**src/hw/rtl/nsfc_pkg.sv**
```systemverilog
// ----------------------------------------------------------------------------
// nsfc_pkg
// shared types and constants of the note schedule format checker
// ----------------------------------------------------------------------------
package nsfc_pkg;

	localparam int KEY_COUNT    = 88;
	localparam int VOICE_LIMIT  = 10;
	localparam int HEADER_BYTES = 16;
	localparam int RECORD_BYTES = 12;
	localparam int KEY_W        = $clog2(KEY_COUNT);
	localparam int VC_W         = $clog2(VOICE_LIMIT + 1);
	localparam int VI_W         = (VOICE_LIMIT > 1) ? $clog2(VOICE_LIMIT) : 1;

	localparam logic [20:0] POS_MAX       = 21'h1FFFFF;
	localparam logic [20:0] MAX_BYTES_RST = 21'd65536;
	localparam logic [15:0] MIN_GAP_RST   = 16'd100;

	localparam logic [7:0] MAGIC0 = 8'h53;
	localparam logic [7:0] MAGIC1 = 8'h50;
	localparam logic [7:0] MAGIC2 = 8'h50;
	localparam logic [7:0] MAGIC3 = 8'h31;

	localparam logic CFG_MAX_BYTES = 1'b0;
	localparam logic CFG_MIN_GAP   = 1'b1;

	localparam logic [2:0] ERR_NONE     = 3'd0;
	localparam logic [2:0] ERR_SIZE     = 3'd1;
	localparam logic [2:0] ERR_FORMAT   = 3'd2;
	localparam logic [2:0] ERR_COUNT    = 3'd3;
	localparam logic [2:0] ERR_NOTE     = 3'd4;
	localparam logic [2:0] ERR_UNSORTED = 3'd5;
	localparam logic [2:0] ERR_POLY     = 3'd6;

	// word from front to back: a full record, the end-of-artifact verdict, or both
	typedef struct packed {
		logic        is_last;
		logic        has_rec;
		logic [31:0] rec_start;
		logic [31:0] rec_dur;
		logic [7:0]  rec_key;
		logic [7:0]  rec_lead;
		logic [7:0]  version;
		logic [2:0]  pre_err;
		logic [31:0] count;
		logic [31:0] duration;
	} work_t;

	typedef struct packed {
		logic        accepted;
		logic [2:0]  error_code;
		logic [16:0] note_total;
		logic [31:0] total_ms;
	} res_t;

endpackage

```
**src/hw/rtl/nsfc_back.sv**
```systemverilog
// ----------------------------------------------------------------------------
// nsfc_back
// note checker: key gaps, sort order, voices, largest end, verdict
// ----------------------------------------------------------------------------
module nsfc_back (
	input  logic            clk,
	input  logic            arst_n,
	input  logic [15:0]     min_gap_ms,
	input  logic            wv,
	output logic            wr,
	input  nsfc_pkg::work_t wd,
	output logic            ov,
	input  logic            orr,
	output nsfc_pkg::res_t  od
);

	typedef enum logic [1:0] {S_IDLE, S_KEY, S_SWEEP, S_COMMIT} state_t;
	state_t state_q;

	logic [31:0] key_mem [nsfc_pkg::KEY_COUNT];
	logic [nsfc_pkg::KEY_COUNT-1:0] used_q;
	logic [31:0] ve_q [nsfc_pkg::VOICE_LIMIT];
	logic [nsfc_pkg::VC_W-1:0] vc_q, n_q;
	logic [nsfc_pkg::VC_W-1:0] i_q;
	logic [31:0] prev_q, large_q, ke_q, act_q, end_q;
	logic [2:0]  fne_q;
	logic        kused_q;
	logic        done_q;
	logic [nsfc_pkg::KEY_W-1:0] key_q;
	logic [31:0] lead, act;
	logic [32:0] wide;
	logic        bad0;
	logic [2:0]  err;
	logic [nsfc_pkg::KEY_W-1:0] kidx;

	assign lead = (wd.version >= 8'd2) ? {24'd0, wd.rec_lead} : 32'd0;
	assign act  = wd.rec_start - lead;
	assign wide = {1'b0, wd.rec_start} + {1'b0, wd.rec_dur};
	assign kidx = wd.rec_key[nsfc_pkg::KEY_W-1:0];
	assign bad0 = wd.rec_dur == 32'd0 || wd.rec_key >= 8'(nsfc_pkg::KEY_COUNT) ||
		lead > wd.rec_start || (wd.version == 8'd1 && wd.rec_lead != 8'd0) || wide[32];
	assign wr = (state_q == S_IDLE) && wv && (!wd.is_last || !ov || orr) &&
		!(wd.has_rec && fne_q == nsfc_pkg::ERR_NONE && !bad0 && !done_q);

	always_comb begin
		if (wd.pre_err != nsfc_pkg::ERR_NONE) err = wd.pre_err;
		else if (fne_q != nsfc_pkg::ERR_NONE) err = fne_q;
		else if (wd.has_rec && bad0) err = nsfc_pkg::ERR_NOTE;
		else if (wd.duration != large_q) err = nsfc_pkg::ERR_NOTE;
		else err = nsfc_pkg::ERR_NONE;
	end

	always_ff @(posedge clk) begin
		ke_q <= key_mem[kidx];
		if (state_q == S_COMMIT && n_q < nsfc_pkg::VC_W'(nsfc_pkg::VOICE_LIMIT))
			key_mem[key_q] <= end_q;
	end

	always_ff @(posedge clk or negedge arst_n) begin
		if (!arst_n) begin
			state_q <= S_IDLE; used_q <= '0; vc_q <= '0; n_q <= '0; i_q <= '0;
			prev_q <= '0; large_q <= '0; fne_q <= nsfc_pkg::ERR_NONE; ov <= 1'b0;
			kused_q <= 1'b0; key_q <= '0; act_q <= '0; end_q <= '0; done_q <= 1'b0;
			od <= '0;
		end else begin
			if (ov && orr) ov <= 1'b0;
			case (state_q)
				S_IDLE: begin
					if (wv && wd.has_rec && fne_q == nsfc_pkg::ERR_NONE && !done_q) begin
						if (bad0) fne_q <= nsfc_pkg::ERR_NOTE;
						else begin
							key_q   <= kidx;
							kused_q <= used_q[kidx];
							act_q   <= act;
							end_q   <= wide[31:0];
							state_q <= S_KEY;
						end
					end
					if (wr) done_q <= 1'b0;
					if (wr && wd.is_last) begin
						ov            <= 1'b1;
						od.accepted   <= err == nsfc_pkg::ERR_NONE;
						od.error_code <= err;
						od.note_total <= (err == nsfc_pkg::ERR_NONE) ? wd.count[16:0] : 17'd0;
						od.total_ms   <= (err == nsfc_pkg::ERR_NONE) ? wd.duration : 32'd0;
						used_q <= '0; vc_q <= '0; prev_q <= '0; large_q <= '0;
						fne_q <= nsfc_pkg::ERR_NONE;
					end
				end
				S_KEY: begin
					if (kused_q && (ke_q > act_q || (act_q - ke_q) < {16'd0, min_gap_ms})) begin
						fne_q <= nsfc_pkg::ERR_NOTE; state_q <= S_IDLE; done_q <= 1'b1;
					end else if (act_q < prev_q) begin
						fne_q <= nsfc_pkg::ERR_UNSORTED; state_q <= S_IDLE; done_q <= 1'b1;
					end else begin
						prev_q <= act_q; i_q <= '0; n_q <= '0; state_q <= S_SWEEP;
					end
				end
				S_SWEEP: begin
					if (i_q < vc_q) begin
						if (ve_q[i_q[nsfc_pkg::VI_W-1:0]] > act_q) begin
							ve_q[n_q[nsfc_pkg::VI_W-1:0]] <= ve_q[i_q[nsfc_pkg::VI_W-1:0]];
							n_q <= n_q + 1'b1;
						end
						i_q <= i_q + 1'b1;
					end else state_q <= S_COMMIT;
				end
				S_COMMIT: begin
					vc_q <= n_q;
					if (n_q >= nsfc_pkg::VC_W'(nsfc_pkg::VOICE_LIMIT))
						fne_q <= nsfc_pkg::ERR_POLY;
					else begin
						ve_q[n_q[nsfc_pkg::VI_W-1:0]] <= end_q;
						vc_q <= n_q + 1'b1;
						used_q[key_q] <= 1'b1;
						if (end_q > large_q) large_q <= end_q;
					end
					done_q  <= 1'b1;
					state_q <= S_IDLE;
				end
				default: state_q <= S_IDLE;
			endcase
		end
	end

`ifndef SYNTH
	a_vc: assert property (@(posedge clk) disable iff (!arst_n)
		vc_q <= nsfc_pkg::VC_W'(nsfc_pkg::VOICE_LIMIT)) else $error("voice count too big");
	a_busy: assert property (@(posedge clk) disable iff (!arst_n)
		(state_q != S_IDLE) |-> !wr) else $error("word taken while busy");
	a_res: assert property (@(posedge clk) disable iff (!arst_n)
		(ov && !orr) |=> ov && $stable(od)) else $error("result dropped");
`endif

endmodule

```
**config.mk**
```make
export PLATFORM = sky130hd
export DESIGN_NAME = nsfc_back
export DESIGN_NICKNAME = d
export VERILOG_FILES = /design/src/hw/rtl/nsfc_pkg.sv /design/src/hw/rtl/nsfc_back.sv
export SDC_FILE = /design/constraint.sdc
export NUM_CORES = 2
export LEC_CHECK = 0
export BUFFER_PORTS_ARGS = -buffer_cell sky130_fd_sc_hd__buf_2
export CORE_UTILIZATION = 50
export CTS_BUF_LIST = sky130_fd_sc_hd__clkbuf_8
export DETAILED_ROUTE_END_ITERATION = 10
export HOLD_SLACK_MARGIN = 0.02
export PLACE_DENSITY = 0.66
export SETUP_SLACK_MARGIN = 0.3
export SLEW_MARGIN = 25
export SYNTH_ARGS = -nofsm -noshare
export SYNTH_HDL_FRONTEND = slang
export SYNTH_SLANG_ARGS = --single-unit
```
**constraint.sdc**
```tcl
create_clock -name clk -period 8.4 [get_ports clk]
set_input_delay 0 -clock clk [delete_from_list [all_inputs] [get_ports clk]]
set_output_delay 0 -clock clk [all_outputs]
set_load 0.02 [all_outputs]
```
==> flow_summary_export.csv <==
group,metric,value,unit
logic_synthesis,synth_most_common_cell,"edfxtp_1",
final_layout,seq_area,102000,sq um
clocking,cts_tree,"built",
logic_synthesis,netlist_area,140000,sq um
grt,grt_overflow,0,
placed_design,placed_cell_area,147000,sq um
clocking,path_clk_slew,0.07,ns
logic_synthesis,yosysUniqueCellTypes,80,
logic_synthesis,syn_area_per_cell,19.8,sq um
pwr,p_leak,0.0544,uW
placed_design,dp_hpwl,217000,um
final_layout,multiInputGateArea,36600,sq um
final_layout,layoutNonFillerInstCount,12200,
detailed_routing,route.detailed.drc,416,
detailed_routing,drt_iter0_drc,9013,
logic_synthesis,syn_nets,7475,
logic_synthesis,ys_top_cells_by_count,"edfxtp_1, mux4_2, dfrtp_1",
logic_synthesis,synthTopCellsByArea,"edfxtp_1, mux4_2, dfrtp_1",
grt,grt_max_degree,116,
run_status,violations,"design-rule violations",
die,die_y,532,um
logic_synthesis,syn_inst,7101,
timing,fmax,0.153,GHz
timing,setup_viol,0,
flow_run,max-cap-violations,0,
logic_synthesis,async_flop_share,8.55,%
timing,worst_pin_slew,1.09,ns
detailed_routing,drt_wl_total,382000,um
final_layout,nFillCells,20500,
placed_design,io_buffer_count,216,
detailed_routing,post_drt_wl_per_cell,31.2,um
timing,setup_tns,0,ns
clocking,worstSkewPairLatency,1.07,ns
grt,track_usage,26.9,%
clocking,ctsHtreeMaxLevel,6,
critical_path,worstSetupStartpointType,"register",
logic_synthesis,ys_warn_count,0,
critical_path,arrival,7.16,ns
final_layout,drive_gt1_share,26.9,%
logic_synthesis,synth-main-ff-cell,"edfxtp_1",
clocking,clock_sinks,3464,
timing,min_period_over_period,77.8,%
grt,antenna_found_initial,33,
logic_synthesis,ys_ff_latch,3464,
die,fp.dieArea,283000,sq um
timing,rsz0062_at_grt,"no",
detailed_routing,via_per_inst,6.21,
clocking,clockRootBuffer,"clkbuf_8",
clocking,cts_buffer_depth,4,
die,boundaryPins,232,
detailed_routing,dr_total_vias,75800,
final_layout,areaGrowthSynthToFinish,14.6,%
critical_path,worstSetupEndpointType,"register",
die,die_w,532,um
pwr,power_density,252,nW/um^2
min_path,hold_class,"in2reg",
timing,relSlewSlack,27.1,%
critical_path,critPathKind,"reg2reg",
timing,hold_viol,0,
grt,grt_pass1_wl,544000,um
die,fp.coreArea,279000,sq um
logic_synthesis,seq_area_frac_synth,72.8,%
final_layout,finalInstanceArea,161000,sq um
detailed_routing,dr.pass1.iters,11,
die,row_count,194,
clocking,numCtsBuffers,557,
placed_design,dp_cells,10900,
timing,slew_viol_final,0,
pwr,p_total,40600,uW
detailed_routing,drtAntennaViolNets,0,
critical_path,crit_fanout,46,
final_layout,layout.nets,8440,
critical_path,ff2ff_setup_slack,1.86,ns
timing,fin_crit,6.54,ns
timing,finalClockSkew,0.0894,ns
placed_design,place_congestion,0.904,
logic_synthesis,yosys.area.top_type_share,67.1,%
die,initial_core_util,50.2,%
critical_path,crit_required,9.03,ns
pwr,vdd_drop_max,0.143,mV
logic_synthesis,synth-edff-count,3136,
grt,first_global_vias,77000,
run_status,status,"complete, but fails checks",
logic_synthesis,synth_top_cell_by_area,"edfxtp_1",
[final cells by class]
cell class	count	share of cell area, %
multi-input combinational	3067	22.8
antenna	24	0.0373
clock buffer	583	4.99
sequential	3464	63.6
clock inverter	376	1.21
inverter	206	0.481
tap	3724	2.90
timing repair buffer	770	3.98
[timing repair]
| action | CTS | global route |
|---|---|---|
| resized for setup | 0 | 0 |
| buffers inserted | 0 | 0 |
| endpoints found under the hold margin | 486 | 0 |
| hold buffers | 349 | 0 |
[layer usage]
metal | track usage (%) | wire length (um) | up-vias
li1 | - | - | 31100
met1 | 37.8 | 152000 | 40100
met2 | 42.0 | 179000 | 3860
met3 | 4.92 | 35400 | 724
met4 | 10.7 | 15500 | 10
met5 | 0 | 54 | -
[worst max-delay path: stages, from the launching register on]
cell	delay, ns
dfrtp_4	1.01
buf_4	0.71
mux4_2	0.59
and2_1	0.17
a211oi_1	0.33
a21oi_1	0.13
ha_1	0.36
o21a_1	0.13
o21a_1	0.11
o21a_1	0.10
o21a_1	0.11
o211ai_1	0.08
a21o_1	0.16
a21oi_1	0.30
nand2_1	0.23
a2111oi_1	0.81
and2_4	0.69
[state kept, by name (all words and copies together) (netlist names), 3 cells and up, named ones only]
name and cells:
act_q 32, end_q 32, fne_q 3, i_q 4, ke_q 32, key_mem 2816, key_q 7, large_q 32
n_q 4, od 53, prev_q 32, used_q 88, vc_q 4, ve_q 320
[power breakdown]
part           switching (uW)  internal [uW]  total, uW
Clock                    6560           6720      13300
Combinational            4030           2130       6160
Sequential                820          20300      21200
Total                   11400          29200      40600
[placed cells by master (no fill, tap or decap), types with 98 or more instances in the layout]
cell type / n
a21oi_1: 231
buf_2: 209
buf_4: 189
clkbuf_8: 583
clkinv_1: 98
dfrtp_1: 261
dlygate4sd3_1: 348
edfxtp_1: 3136
ha_1: 193
inv_1: 379
mux2i_1: 139
mux4_2: 962
nand2_1: 256
nor2_1: 201
o21ai_0: 150
[through the flow]
step                hold slack [ns]  worst slack [ns]  util, %
finish                        0.109              1.86     57.6
global route                  0.113              1.36     57.6
CTS                          0.0316              1.63     57.5
detailed placement          -0.0213              1.69     52.7
global placement            -0.0300              1.68     52.7
floorplan                    -0.296              2.55        -
[worst paths after layout]
path                       startpoint           to  cells past startpoint
min reg2reg                   vc_q[0]      vc_q[0]                      2
max                            i_q[0]  ve_q[2][26]                     16
min                           wd[156]     fne_q[2]                      6
max in group asynchronous      arst_n   used_q[37]                      6
max reg2reg                    i_q[0]  ve_q[2][26]                     16
min in group asynchronous      arst_n      vc_q[1]                      4
[kinds of logic after synthesis]
family                   after synthesis  share of synthesized area [%]
adder cells (fa/ha/maj)              197                           1.77
AO/OA/AOI/OAI                        768                           3.56
multiplexers                        1143                           16.8
flip-flops                          3464                           72.8
XOR/XNOR                             100                          0.624
AND/OR/NAND/NOR                      859                           2.84
buffers and inverters                570                           1.63
No activity file was read; power rests on OpenSTA's default activity.
